$ cat src/rtl/tbd_pkg.sv
`default_nettype none

package tbd_pkg;

  localparam int unsigned Rounds    = 32;
  localparam int unsigned KeyWords  = 4;
  localparam int unsigned WordW     = 32;
  localparam int unsigned BlockW    = 2 * WordW;
  localparam int unsigned CfgIdxW   = $clog2(KeyWords);
  localparam int unsigned Latency   = 2 * Rounds;

  localparam logic [WordW-1:0] Delta = 32'h9E37_79B9;

  typedef logic [KeyWords-1:0][WordW-1:0] tbd_key_t;

  // key bytes 41 f5 df 98 c2 05 48 2b 9b 97 af 01 a5 4b 14 d8, little-endian words
  localparam tbd_key_t KeyReset = {32'hD814_4BA5, 32'h01AF_979B, 32'h2B48_05C2, 32'h98DF_F541};

  localparam logic [CfgIdxW-1:0] CfgKey0 = CfgIdxW'(0);
  localparam logic [CfgIdxW-1:0] CfgKey1 = CfgIdxW'(1);
  localparam logic [CfgIdxW-1:0] CfgKey2 = CfgIdxW'(2);
  localparam logic [CfgIdxW-1:0] CfgKey3 = CfgIdxW'(3);

  // running sum seen by round r, counting from the first decryption round
  function automatic logic [WordW-1:0] round_sum(input int unsigned r);
    logic [63:0] prod;
    prod = 64'(Delta) * 64'(Rounds - r);
    return prod[WordW-1:0];
  endfunction

  function automatic logic [WordW-1:0] mix_half(input logic [WordW-1:0] v,
                                                input logic [WordW-1:0] sum,
                                                input logic [WordW-1:0] ka,
                                                input logic [WordW-1:0] kb);
    return ((v << 4) + ka) ^ (v + sum) ^ ((v >> 5) + kb);
  endfunction

endpackage

`default_nettype wire

$ cat src/rtl/tbd_key_regs.sv
`default_nettype none

module tbd_key_regs
  import tbd_pkg::*;
(
  input  wire logic               clk_i,
  input  wire logic               rst_ni,
  input  wire logic               cfg_we_i,
  input  wire logic [CfgIdxW-1:0] cfg_idx_i,
  input  wire logic [WordW-1:0]   cfg_wdata_i,
  output tbd_key_t                key_o
);

  tbd_key_t key_q, key_d;

  always_comb begin
    key_d = key_q;
    if (cfg_we_i) begin
      case (cfg_idx_i)
        CfgKey0: key_d[0] = cfg_wdata_i;
        CfgKey1: key_d[1] = cfg_wdata_i;
        CfgKey2: key_d[2] = cfg_wdata_i;
        CfgKey3: key_d[3] = cfg_wdata_i;
        default: key_d = key_q;
      endcase
    end
  end

  always_ff @(posedge clk_i or negedge rst_ni) begin
    if (!rst_ni) begin
      key_q <= KeyReset;
    end else begin
      key_q <= key_d;
    end
  end

  assign key_o = key_q;

endmodule

`default_nettype wire

$ cat config.mk
export PLATFORM = sky130hd
export DESIGN_NAME = tbd_key_regs
export DESIGN_NICKNAME = d
export VERILOG_FILES = /design/src/rtl/tbd_pkg.sv /design/src/rtl/tbd_key_regs.sv
export SDC_FILE = /design/constraint.sdc
export NUM_CORES = 1
export LEC_CHECK = 0
export ABC_CLOCK_PERIOD_IN_PS = 1470
export BUFFER_PORTS_ARGS = -buffer_cell sky130_fd_sc_hd__buf_2
export CAP_MARGIN = 20
export CELL_PAD_IN_SITES_DETAIL_PLACEMENT = 1
export CELL_PAD_IN_SITES_GLOBAL_PLACEMENT = 2
export CORE_MARGIN = 4
export CORE_UTILIZATION = 37
export DETAILED_ROUTE_END_ITERATION = 12
export PLACE_DENSITY = 0.95
export SYNTH_ARGS = -nofsm -noshare
export SYNTH_HDL_FRONTEND = slang
export SYNTH_SLANG_ARGS = --single-unit
$ cat constraint.sdc
create_clock -name clk_i -period 1.47 [get_ports clk_i]
set_input_delay 0.294 -clock clk_i [delete_from_list [all_inputs] [get_ports clk_i]]
set_output_delay 0.294 -clock clk_i [all_outputs]
set_load 0.01 [all_outputs]
==> impl_metrics.ini <==
[global_routing]
antenna_found_initial = 0
grt_max_degree = 69
grt_pass1_wl_um = 18900
grt.overflow.total = 0
grt_pass1_vias = 3338
track_usage = 0.169

[clocking]
clk_latency_ns = 0.41
ctsHtreeMaxLevel = 4
cts-resized-gates = 0
path_clk_slew_ns = 0.05
post_cts_buffers = 0
cts_tree = built
clk_path_buf_depth = 2
cts.sink_count = 128
cts-root-buf = clkbuf_16
ctsHoldBuffers = 1
numCtsBuffers = 17

[run]
maxCapViolCount = 0

[timing]
rsz0062_at_grt = false
slew_viol_final = 0
fin_skew_ns = 0
period_minus_slack_ns = 1.37
final-hold-violation-count = 0
fmax_mhz = 727
hold_ws_ns = 0.149
finalCritPeriodShare = 0.935
tns_ns = 0
finalSetupViolations = 0
slew-limit-headroom = 0.760
fin_ws_ns = 0.0954
tightest_slew_ns = 0.360

[drt]
via_count = 3002
wl_um = 12000
drt_iter0_drc = 170
drtAntennaViolNets = 0
avgRoutedWirePerCell_um = 18.8
drt-pass1-iter-count = 6
viasPerCell = 4.73
drc = 0

[place]
dp_cells = 603
place_ws_ns = 0.0488
dp_hpwl_um = 8230
dpl_cell_area_um2 = 5940
port_buffers = 164
globalplace.congestion = 0.734

[min_path]
whs_endpoint = key_o[28]
min_path_type = primary input to register
min_from = cfg_wdata_i[28]
worstHoldPathCells = 2

[finish]
postLayoutCellArea_um2 = 6540
area_delta_synth_final_pct = 35.6
diodes = 0
finalNonFillerCells = 635
finalCoreUtilization = 0.516
drive_gt1_frac = 0.836
largest_reg_flops = 128
nets = 488

[worst_setup_path]
regToRegStartpoint = key_o[29]
cp.arrival_ns = 1.08
start_kind = register
r2r_end = key_o[29]
criticalPathCategory = register to output pin
worstPathMaxFanout = 2
ff2ff_path_depth = 1
cp_top_family = flip-flops
max_stage_delay_ns = 0.54
critical_path_depth = 1
cp.required_ns = 1.18
cp_cell_sequence = buf_2
crit_buf_inv = 1
crit_slowest_cell = dfstp_2
reg2reg_slack_ns = 0.65
critPathCaptureType = output pin

[power]
vdd_ir_drop_max_v = 0.000839
p_leak_nw = 3.01
p_clk_frac = 0.376
power.internal_mw = 8.16
seqPwrFrac = 0.437
p_comb_frac = 0.187
fin_total_pwr_mw = 11.0
power_switching_mw = 2.79
powerDensity_nw_per_um2 = 1680
switching_share = 0.255

[synth]
yosys.area.top_type = dfrtp_1
postSynth.asyncResetShare = 1.00
synth_area_um2 = 4820
syn_nets = 309
synthCells = 272
yosysSeqAreaShare = 0.680
yosysMostFrequentCell = mux2_2
synth_seq_cells = 128
synthFlopType = dfrtp_1
synth_top_area_share = 0.353
synth_cell_types = 9
yosys_warnings = 0
yosys-top-cells-area = dfrtp_1 35%, dfstp_2 33%, mux2_2 29%
synth_area_per_cell_um2 = 17.7
synth-edff-count = 0
netlist_top_cells_count = 126 x mux2_2, 68 x dfrtp_1, 60 x dfstp_2

[die]
core-area_um2 = 12700
rows = 41
top_level_ports = 165
die_x_um = 122
start_util = 0.380
die_h_um = 122
die-area_um2 = 14900

[run_status]
outcome = completed
## final cells by class
class,count,area [um^2]
Clock inverter,6,80.1
Multi-Input combinational cell,132,1490
Tap cell,172,215
Sequential cell,128,3280
Fill cell,1289,6130
Timing Repair Buffer,172,973
Clock buffer,25,505
## worst max path at each step
stage,startpoint,to,slack [ns]
2_1_floorplan,cfg_idx_i[1],key_o[1],0.22
3_5_place_dp,cfg_idx_i[1],key_o[30],0.05
3_3_place_gp,cfg_idx_i[1],key_o[21],0.07
5_1_grt,key_o[16],key_o[16],0.05
6_report,key_o[39],key_o[39],0.1
4_1_cts,key_o[87],key_o[87],0.07
## per-layer routing
| metal | part of all wire | wire [um] | track usage | up-vias |
|---|---|---|---|---|
| met5 | 0 | 0 | 0 | - |
| met4 | 0.017 | 199 | 0.0658 | 0 |
| met3 | 0.070 | 839 | 0.0566 | 19 |
| met2 | 0.52 | 6200 | 0.288 | 103 |
| met1 | 0.40 | 4730 | 0.197 | 1551 |
| li1 | - | - | - | 1329 |
## cells in the final DEF (no fill, tap or decap), drive strengths merged
cell / synthesis / final
nor3b: 1 / 1
dlygate4sd3: 0 / 1
buf: 12 / 171
clkinv: 0 / 4
nand3: 1 / 1
dfrtp: 68 / 68
dfstp: 60 / 60
clkbuf: 0 / 25
mux2: 128 / 128
bufinv: 0 / 2
nand3b: 2 / 2
## power by group through the flow
| stage | combinational, mW | clock [mW] | sequential (mW) |
|---|---|---|---|
| after floorplan | 0.675 | 0 | 5.12 |
| after global placement | 1.99 | 0 | 4.79 |
| after detailed placement | 2.08 | 0 | 4.84 |
| after CTS | 2.09 | 4.22 | 4.79 |
| after global routing | 2.22 | 4.41 | 4.87 |
| final | 2.04 | 4.12 | 4.79 |
## cell families (layout without fill, tap and decap cells)
kind of cell	count (synthesis)	in the layout	synth area share
mux	128	128	0.299
flops	128	128	0.680
buf+inv	12	203	0.0140
simple gates	4	4	0.00675
No activity file was read; power rests on OpenSTA's default activity.
