<file path="src/rtl/tbd_pkg.sv">
`default_nettype none

package tbd_pkg;

  localparam int unsigned Rounds    = 32;
  localparam int unsigned KeyWords  = 4;
  localparam int unsigned WordW     = 32;
  localparam int unsigned BlockW    = 2 * WordW;
  localparam int unsigned CfgIdxW   = $clog2(KeyWords);
  localparam int unsigned Latency   = 2 * Rounds;

  localparam logic [WordW-1:0] Delta = 32'h9E37_79B9;

  typedef logic [KeyWords-1:0][WordW-1:0] tbd_key_t;

  // key bytes 41 f5 df 98 c2 05 48 2b 9b 97 af 01 a5 4b 14 d8, little-endian words
  localparam tbd_key_t KeyReset = {32'hD814_4BA5, 32'h01AF_979B, 32'h2B48_05C2, 32'h98DF_F541};

  localparam logic [CfgIdxW-1:0] CfgKey0 = CfgIdxW'(0);
  localparam logic [CfgIdxW-1:0] CfgKey1 = CfgIdxW'(1);
  localparam logic [CfgIdxW-1:0] CfgKey2 = CfgIdxW'(2);
  localparam logic [CfgIdxW-1:0] CfgKey3 = CfgIdxW'(3);

  // running sum seen by round r, counting from the first decryption round
  function automatic logic [WordW-1:0] round_sum(input int unsigned r);
    logic [63:0] prod;
    prod = 64'(Delta) * 64'(Rounds - r);
    return prod[WordW-1:0];
  endfunction

  function automatic logic [WordW-1:0] mix_half(input logic [WordW-1:0] v,
                                                input logic [WordW-1:0] sum,
                                                input logic [WordW-1:0] ka,
                                                input logic [WordW-1:0] kb);
    return ((v << 4) + ka) ^ (v + sum) ^ ((v >> 5) + kb);
  endfunction

endpackage

`default_nettype wire

</file>
<file path="src/rtl/tbd_round.sv">
`default_nettype none

// one decryption round as two registered half-rounds
module tbd_round
  import tbd_pkg::*;
(
  input  wire logic             clk_i,
  input  wire logic             rst_ni,
  input  wire tbd_key_t         key_i,
  input  wire logic [WordW-1:0] sum_i,
  input  wire logic             vld_i,
  input  wire logic [WordW-1:0] v0_i,
  input  wire logic [WordW-1:0] v1_i,
  output logic                  vld_o,
  output logic [WordW-1:0]      v0_o,
  output logic [WordW-1:0]      v1_o
);

  logic             vld_a_q, vld_b_q;
  logic [WordW-1:0] v0_a_q, v1_a_q, v1_a_d;
  logic [WordW-1:0] v0_b_q, v1_b_q, v0_b_d;

  assign v1_a_d = v1_i - mix_half(v0_i, sum_i, key_i[2], key_i[3]);
  assign v0_b_d = v0_a_q - mix_half(v1_a_q, sum_i, key_i[0], key_i[1]);

  always_ff @(posedge clk_i or negedge rst_ni) begin
    if (!rst_ni) begin
      vld_a_q <= 1'b0;
      vld_b_q <= 1'b0;
    end else begin
      vld_a_q <= vld_i;
      vld_b_q <= vld_a_q;
    end
  end

  always_ff @(posedge clk_i) begin
    v0_a_q <= v0_i;
    v1_a_q <= v1_a_d;
    v0_b_q <= v0_b_d;
    v1_b_q <= v1_a_q;
  end

  assign vld_o = vld_b_q;
  assign v0_o  = v0_b_q;
  assign v1_o  = v1_b_q;

endmodule

`default_nettype wire

</file>
<file path="config.mk">
export PLATFORM = sky130hd
export DESIGN_NAME = tbd_round
export DESIGN_NICKNAME = d
export VERILOG_FILES = /design/src/rtl/tbd_pkg.sv /design/src/rtl/tbd_round.sv
export SDC_FILE = /design/constraint.sdc
export NUM_CORES = 1
export LEC_CHECK = 0
export BUFFER_PORTS_ARGS = -buffer_cell sky130_fd_sc_hd__buf_2
export CAP_MARGIN = 20
export CORE_ASPECT_RATIO = 0.9
export CORE_MARGIN = 2
export CORE_UTILIZATION = 42
export DETAILED_ROUTE_END_ITERATION = 10
export PLACE_DENSITY = 0.73
export SETUP_SLACK_MARGIN = 0.05
export SYNTH_ARGS = -nofsm -noshare
export SYNTH_HDL_FRONTEND = slang
export SYNTH_SLANG_ARGS = --single-unit
</file>
<file path="constraint.sdc">
create_clock -name clk_i -period 6 [get_ports clk_i]
set_input_delay 0.6 -clock clk_i [delete_from_list [all_inputs] [get_ports clk_i]]
set_output_delay 0.6 -clock clk_i [all_outputs]
set_load 0.01 [all_outputs]
</file>
==> impl_metrics.env, run 1 <==
export IMPL_row_count=65
export IMPL_path_class="in -> reg"
export IMPL_max_slew_margin_pct=53.1
export IMPL_clockBufferDepth=2
export IMPL_die_h_um=182
export IMPL_syn_area_um2=14800
export IMPL_grt_pass1_wl_mm=78.4
export IMPL_critPathMaxStageDelay_ns=0.40
export IMPL_critical_path_endpoint_type="register"
export IMPL_drtIter0Drc=969
export IMPL_place_ws_ns=0.123
export IMPL_start_util_pct=42.4
export IMPL_synth_fp_nets=2233
export IMPL_worstHoldPathType="in -> reg"
export IMPL_cp_buffers_inverters=2
export IMPL_syn_inst=1766
export IMPL_dr_pass1_iters=5
export IMPL_fin_crit_sh_pct=92.2
export IMPL_timing_fmax_ghz=0.181
export IMPL_setup_ws_ns=0.469
export IMPL_via_count=14500
export IMPL_die_w_um=202
export IMPL_cts_resized=0
export IMPL_htree_num_levels=4
export IMPL_final_common_cell="buf_2"
export IMPL_critPathSlowestCell="fa_1"
export IMPL_finalSetupViolations=0
export IMPL_synth_async_reset_ratio_pct=1.54
export IMPL_grt_pass1_vias=14200
export IMPL_ys_flop_type="dfxtp_1"
export IMPL_finalHoldViolCount=0
export IMPL_path_clk_slew_ns=0.06
export IMPL_arrival_ns=5.85
export IMPL_drv_slew=0
export IMPL_vias_per_cell=5.66
export IMPL_status="finished, final reports clean"
export IMPL_io_buffers=291
export IMPL_critPathTopFamily="compound AO/OA/AOI/OAI gates"
export IMPL_start_kind="input port"
export IMPL_yosysWarnings=0
export IMPL_final_nets=2537
export IMPL_crit_path_max_fanout=6
export IMPL_area_growth_syn_to_layout_pct=18.2
export IMPL_hpwl_mm=43.7
export IMPL_finClkSkew_ns=0.0135
export IMPL_grt_overflow_total=0
export IMPL_finalWirelength_mm=51.7
export IMPL_numClockSinks=130
export IMPL_ios=292
export IMPL_drive_gt1_share_pct=16.5
export IMPL_syn_area_per_cell_um2=8.39
export IMPL_maxCapViolCount=0
export IMPL_grt_max_degree=17
export IMPL_grt_usage_pct=27.6
export IMPL_final_cell_mix="buf_2 (291), xnor2_1 (282), ha_1 (232)"
export IMPL_worstPathRequired_ns=6.32
export IMPL_antenna_left=0
export IMPL_finalSetupTns_ns=0
export IMPL_synth_edf_count=0
export IMPL_cts_made_buffers=17
export IMPL_gp_congestion=0.913
export IMPL_clockRootBuffer="clkbuf_16"
export IMPL_final_min_clock_period_ns=5.53
export IMPL_cts_tree="yes"
export IMPL_synthDistinctLibCells=73
export IMPL_clk_latency_ns=0.44
export IMPL_drc_errors=0
export IMPL_tightest_slew_ns=0.698
export IMPL_antenna_found_initial=8
export IMPL_core_um2=34900
export IMPL_nFillCells=3449
export IMPL_routedWlPerCell_um=20.2
export IMPL_synth_seq_cells=130
export IMPL_ys_seq_area_share_pct=17.6
export IMPL_die_area_um2=36800
[cell type report]
type                       instances  area (um2)  area share, %
tap                              469         587           3.35
antenna                            7        17.5          0.100
multi-input combinational       1563       11900           68.1
timing repair buffer             297        1500           8.59
inverter                          61         229           1.31
clock buffer                      19         443           2.53
sequential                       130        2610           14.9
clock inverter                    13         196           1.12
[state kept, by name, indices dropped and copies added, names as in the netlist]
register,cells
vld_a_q,1
v0_a_q,32
v1_a_q,32
vld_o,1
v0_o,32
v1_o,32
[what timing repair did]
item	in CTS	in global routing
endpoints found under the setup margin	0	0
setup buffers	0	0
hold buffers	1	0
hold endpoints to repair	2	0
[worst reg2reg max path: cells and delay by family (launching register included)]
family | cells | cell delay (ns)
compound gates | 9 | 1.96
xor+xnor | 4 | 0.67
fa+ha+maj | 3 | 0.99
buf+inv | 1 | 0.06
flops | 1 | 0.39
simple gates | 5 | 1.04
[routing by layer]
metal | part of all wire [%] | track usage [%]
met1 | 46 | 38.8
met2 | 44 | 43.3
met3 | 7.5 | 3.77
met4 | 2.4 | 9.12
met5 | 0 | 0
[synthesized netlist by cell type (all sizes together) (9+ instances only)]
cell type,instances,area share (%)
inv,61,1.5
nor2,85,2.2
o31ai,10,0.54
a31oi,27,1.3
nand2b,33,1.4
o21a,29,1.5
a211oi,26,1.4
and3,17,0.72
o21bai,29,1.5
o21ai,111,3.8
clkbuf,12,0.30
nor3,24,0.81
a21o,101,5.1
xnor2,282,17
dfxtp,128,17
nand4,24,1.0
nand2,92,2.3
nand3,25,0.84
o211ai,12,0.61
ha,232,20
xor2,64,3.8
a21oi,193,6.5
nor2b,21,0.89
a221oi,9,0.53
and2,16,0.68
[logic make-up after synthesis]
| family | synth area share, % |
|---|---|
| xor gates and xnor gates | 21.4 |
| adders and majority gates | 20.7 |
| buffers and inverters | 1.85 |
| DFF | 17.6 |
| AOI/OAI and AO/OA | 25.9 |
| and+or+nand+nor | 12.6 |
[metrics by stage]
step | utilization [%] | instances | area [um2] | hold slack (ns)
CTS | 50.1 | 2552 | 17500 | 0.251
global route | 50.2 | 2559 | 17500 | 0.254
floorplan | - | 1766 | 14800 | 0.304
detailed placement | 48.3 | 2519 | 16800 | 0.346
global placement | 48.3 | 2519 | 16800 | 0.343
finish | 50.2 | 2559 | 17500 | 0.272
[worst paths after layout]
path	slack, ns	cells after the start	to	startpoint
max in group asynchronous	5.43	2	vld_o$_DFF_PN0_	rst_ni
worst max register to register	0.81	22	v0_o[31]$_DFF_P_	v1_a_q[0]$_DFF_P_
worst max-delay path	0.47	25	v1_a_q[31]$_DFF_P_	v0_i[5]
worst min register to register	0.35	0	vld_o$_DFF_PN0_	vld_a_q$_DFF_PN0_
min in group asynchronous	0.48	2	vld_a_q$_DFF_PN0_	rst_ni
worst min-delay path	0.27	1	vld_a_q$_DFF_PN0_	vld_i
Power of run 1 is not shown: default switching activity piles up to over one toggle a cycle in this logic, so the estimate is an artifact.
==> inputs of run 2 (changes only) <==
Settings changed: CORE_ASPECT_RATIO 0.9 to not set, TNS_END_PERCENT set to 5.
Clock period 6 ns to 7.1 ns, I/O delays scaled along.
==> impl_metrics.env, run 2 (synthesis results as in run 1) <==
export IMPL_status="finished, final reports clean"
export IMPL_drv_slew=0
export IMPL_numClockSinks=130
export IMPL_path_clk_slew_ns=0.06
export IMPL_grt_usage_pct=27.5
export IMPL_io_buffers=291
export IMPL_drtIter0Drc=1040
export IMPL_worstPathRequired_ns=7.42
export IMPL_htree_num_levels=4
export IMPL_nFillCells=3357
export IMPL_finalHoldViolCount=0
export IMPL_path_class="in -> reg"
export IMPL_post_cts_setup_buffers=0
export IMPL_rsz0062_at_grt="no"
export IMPL_finalWirelength_mm=51.5
export IMPL_r2r_slack_ns=1.76
export IMPL_cts_resized=0
export IMPL_routedWlPerCell_um=20.3
export IMPL_row_count=68
export IMPL_max_slew_margin_pct=51.3
export IMPL_timing_fmax_ghz=0.181
export IMPL_final_nets=2532
export IMPL_finalSetupViolations=0
export IMPL_die_h_um=192
export IMPL_final_min_clock_period_ns=5.54
export IMPL_layout_cells_non_filler=2538
export IMPL_holdBufCountCts=0
export IMPL_reg2reg_depth=22
export IMPL_startpoint="v0_i[5]"
export IMPL_arrival_ns=5.86
export IMPL_vias_per_cell=5.66
export IMPL_grt_max_degree=17
export IMPL_timing_hold_ws_ns=0.0458
export IMPL_dr_pass1_iters=7
export IMPL_fin_crit_sh_pct=78.0
export IMPL_cts_made_buffers=17
export IMPL_die_w_um=192
export IMPL_worstHoldPathType="in -> async"
export IMPL_critPathMaxStageDelay_ns=0.42
export IMPL_core_um2=34600
export IMPL_drive_gt1_share_pct=16.3
export IMPL_grt_overflow_total=0
export IMPL_dp_cells=2501
export IMPL_drc_errors=0
export IMPL_antenna_found_initial=6
export IMPL_critPathSlowestCell="xnor3_1"
export IMPL_grt_pass1_wl_mm=76.4
export IMPL_cts_tree="yes"
export IMPL_tightest_slew_ns=0.723
export IMPL_start_kind="input port"
export IMPL_ios=292
export IMPL_ff_latch_area_um2=2610
export IMPL_multi_input_comb_area_um2=11900
export IMPL_die_area_um2=36800
export IMPL_critical_path_endpoint_type="register"
export IMPL_hpwl_mm=43.6
export IMPL_via_count=14400
export IMPL_start_util_pct=42.8
export IMPL_rr_endpoint="v0_o[31]$_DFF_P_"
export IMPL_grt_pass1_vias=13800
export IMPL_crit_path_max_fanout=6
export IMPL_gp_congestion=0.960
export IMPL_rr_startpoint="v1_a_q[11]$_DFF_P_"
export IMPL_final_cell_mix="buf_2 (291), xnor2_1 (282), ha_1 (232)"
export IMPL_clk_latency_ns=0.45
export IMPL_final_common_cell="buf_2"
export IMPL_clockBufferDepth=2
export IMPL_clockRootBuffer="clkbuf_16"
export IMPL_antenna_left=0
export IMPL_finalSetupTns_ns=0
export IMPL_finClkSkew_ns=0.0130
export IMPL_area_growth_syn_to_layout_pct=17.4
export IMPL_maxCapViolCount=0
run 2: cell types whose count changed in the layout (fill, tap and decap cells not counted), sizes merged:
cell         previous run  this run
clkinv                  2         5
dlygate4sd3             1         0
diode                   7         6
clkinvlp                1         4
bufinv                  4         2
buf                   296       292
inv                    67        62
run 2: cell type report:
type,count,area share [%]
diodes,6,0.0863
clock buffers,19,2.55
clock inverters,12,0.777
inverters,61,1.32
multi-input cells,1563,68.6
flip-flops and latches,130,15.0
well taps,455,3.27
repair buffers,292,8.42
run 2: how the worst max path moves through the flow:
| stage | end | slack (ns) | depth (start not counted) |
|---|---|---|---|
| final | v1_a_q[31]$_DFF_P_ | 1.56 | 26 |
| after global routing | v1_a_q[31]$_DFF_P_ | 1.15 | 26 |
| after CTS | v1_a_q[31]$_DFF_P_ | 1.59 | 26 |
| after detailed placement | v1_a_q[31]$_DFF_P_ | 1.13 | 26 |
| after global placement | v1_a_q[31]$_DFF_P_ | 1.29 | 26 |
| after floorplan | v1_a_q[31]$_DFF_P_ | 1.92 | 24 |
run 2: metrics by stage:
stage          setup WS [ns]  util, %  cell area, um2
2_1_floorplan           1.92        -           14800
5_1_grt                 1.15     50.2           17400
3_3_place_gp            1.29     48.5           16800
4_1_cts                 1.59     50.2           17400
6_report                1.56     50.2           17400
3_5_place_dp            1.13     48.5           16800
run 2: critical path: cells and delay by family:
family / cells / cell delay, ns
compound gates: 12 / 2.18
fa+ha+maj: 3 / 1.02
simple gates: 5 / 0.85
xor+xnor: 3 / 0.72
buf+inv: 3 / 0.39
run 2: metal layers:
| layer | track usage, % | up-vias | share of wire (%) |
|---|---|---|---|
| met2 | 44.3 | 496 | 45 |
| met4 | 9.32 | 0 | 2.7 |
| met5 | 0 | - | 0 |
| met3 | 2.83 | 81 | 6.3 |
| li1 | - | 7082 | - |
| met1 | 38.2 | 6701 | 46 |
Power of run 2 is left out for the same reason.
==> inputs of run 3 (changes only) <==
Settings changed: PLACE_DENSITY 0.73 to 0.75.
Clock period 7.1 ns to 4.8 ns, I/O delays scaled along.
==> impl_metrics.env, run 3 (synthesis results as in run 1) <==
export IMPL_timing_fmax_ghz=0.217
export IMPL_startpoint="sum_i[0]"
export IMPL_tightest_slew_ns=0.496
export IMPL_hold_start="vld_i"
export IMPL_rsz0062_at_grt="yes"
export IMPL_clockBufferDepth=2
export IMPL_drc_errors=0
export IMPL_grt_pass1_vias=14700
export IMPL_cts_made_buffers=17
export IMPL_area_growth_syn_to_layout_pct=27.1
export IMPL_clockRootBuffer="clkbuf_16"
export IMPL_maxCapViolCount=0
export IMPL_ff_latch_area_um2=2620
export IMPL_finalHoldViolCount=0
export IMPL_dr_pass1_iters=5
export IMPL_finClkSkew_ns=0.0142
export IMPL_path_clk_slew_ns=0.06
export IMPL_multi_input_comb_area_um2=12100
export IMPL_grt_usage_pct=28.0
export IMPL_row_count=68
export IMPL_arrival_ns=4.92
export IMPL_cts_tree="yes"
export IMPL_fin_crit_sh_pct=95.9
export IMPL_crit_path_max_fanout=5
export IMPL_via_count=15200
export IMPL_antenna_found_initial=8
export IMPL_max_slew_margin_pct=66.5
export IMPL_final_nets=2699
export IMPL_die_w_um=192
export IMPL_hpwl_mm=45.0
export IMPL_status="finished, final reports clean"
export IMPL_antenna_left=0
export IMPL_rr_startpoint="v1_a_q[5]$_DFF_P_"
export IMPL_htree_num_levels=4
export IMPL_path_class="in -> reg"
export IMPL_drive_gt1_share_pct=24.3
export IMPL_start_util_pct=42.8
export IMPL_grt_overflow_total=0
export IMPL_worstHoldPathType="in -> reg"
export IMPL_final_cell_mix="buf_2 (291), xnor2_1 (280), ha_1 (230)"
export IMPL_grt_pass1_wl_mm=78.7
export IMPL_finalSetupViolations=0
export IMPL_gp_congestion=0.970
export IMPL_drv_slew=0
export IMPL_core_um2=34600
export IMPL_finalWirelength_mm=52.8
export IMPL_critical_path_endpoint_type="register"
export IMPL_worstPathRequired_ns=5.12
export IMPL_final_cell_area_um2=18800
export IMPL_final_min_clock_period_ns=4.60
export IMPL_die_h_um=192
export IMPL_drtIter0Drc=962
export IMPL_final_common_cell="buf_2"
export IMPL_numClockSinks=130
export IMPL_start_kind="input port"
export IMPL_grt_max_degree=17
export IMPL_dpl_cell_area_um2=18000
export IMPL_nFillCells=3255
export IMPL_routedWlPerCell_um=19.5
export IMPL_io_buffers=291
export IMPL_vias_per_cell=5.60
export IMPL_clk_latency_ns=0.44
export IMPL_die_area_um2=36800
export IMPL_ios=292
[run 3: worst paths after layout]
kind | end | slack, ns | depth (start not counted)
min | vld_a_q$_DFF_PN0_ | 0.15 | 1
min reg2reg | vld_o$_DFF_PN0_ | 0.35 | 0
min in group asynchronous | vld_o$_DFF_PN0_ | 0.35 | 2
max in group asynchronous | vld_a_q$_DFF_PN0_ | 4.36 | 2
max reg2reg | v0_o[28]$_DFF_P_ | 0.25 | 22
max | v1_a_q[31]$_DFF_P_ | 0.20 | 25
[run 3: final cells by class]
cell class,count,share of cell area [%]
Antenna cell,8,0.106
Clock buffer,19,2.30
Clock inverter,13,0.678
Inverter,61,1.22
Multi-Input combinational cell,1563,64.3
Sequential cell,130,13.9
Tap cell,455,3.03
Timing Repair Buffer,459,14.5
[run 3: timing repair]
action / in CTS / in global routing
endpoints found under the setup margin: 0 / 17
gates resized for setup: 0 / 42
buffers inserted: 0 / 2
endpoints found under the hold margin: 2 / 0
hold buffers: 1 / 0
[run 3: worst max-delay path, cell delays in order]
cell and delay, ns:
buf_2 0.10, ha_1 0.17, inv_1 0.06, fa_1 0.38, and2b_1 0.23, o211ai_1 0.11
a31o_1 0.26, a21o_1 0.18, o21ai_1 0.19, nand3_1 0.14, nand2_2 0.14, a21o_1 0.12
a21oi_1 0.07, xnor2_1 0.15, ha_1 0.38, and4_4 0.25, nand4_1 0.12, nor2_1 0.16
a21oi_2 0.08, a32oi_2 0.22, a31oi_1 0.14, o21ai_1 0.22, a31oi_1 0.14, o21ai_1 0.18
xnor3_1 0.24
[run 3: stage by stage]
step / utilization [%] / setup WS [ns] / hold WS (ns) / std cells / TNS (ns)
finish: 54.3 / 0.197 / 0.154 / 2708 / 0
global route: 54.3 / -0.0612 / 0.136 / 2708 / -0.0833
CTS: 53.7 / 0.151 / 0.140 / 2698 / 0
detailed placement: 52.1 / -0.257 / 0.266 / 2665 / -1.19
global placement: 52.1 / -0.163 / 0.264 / 2665 / -0.475
floorplan: - / 0.0901 / 0.184 / 1766 / 0
[run 3: routing by layer]
metal  share of wire, %  GRT usage, %  wire length (um)
met5                  0             0                 0
met1                 45          38.1             23600
met3                6.8          2.91              3590
met2                 45          45.9             24000
met4                3.0          9.82              1610
Power of run 3 is left out for the same reason.
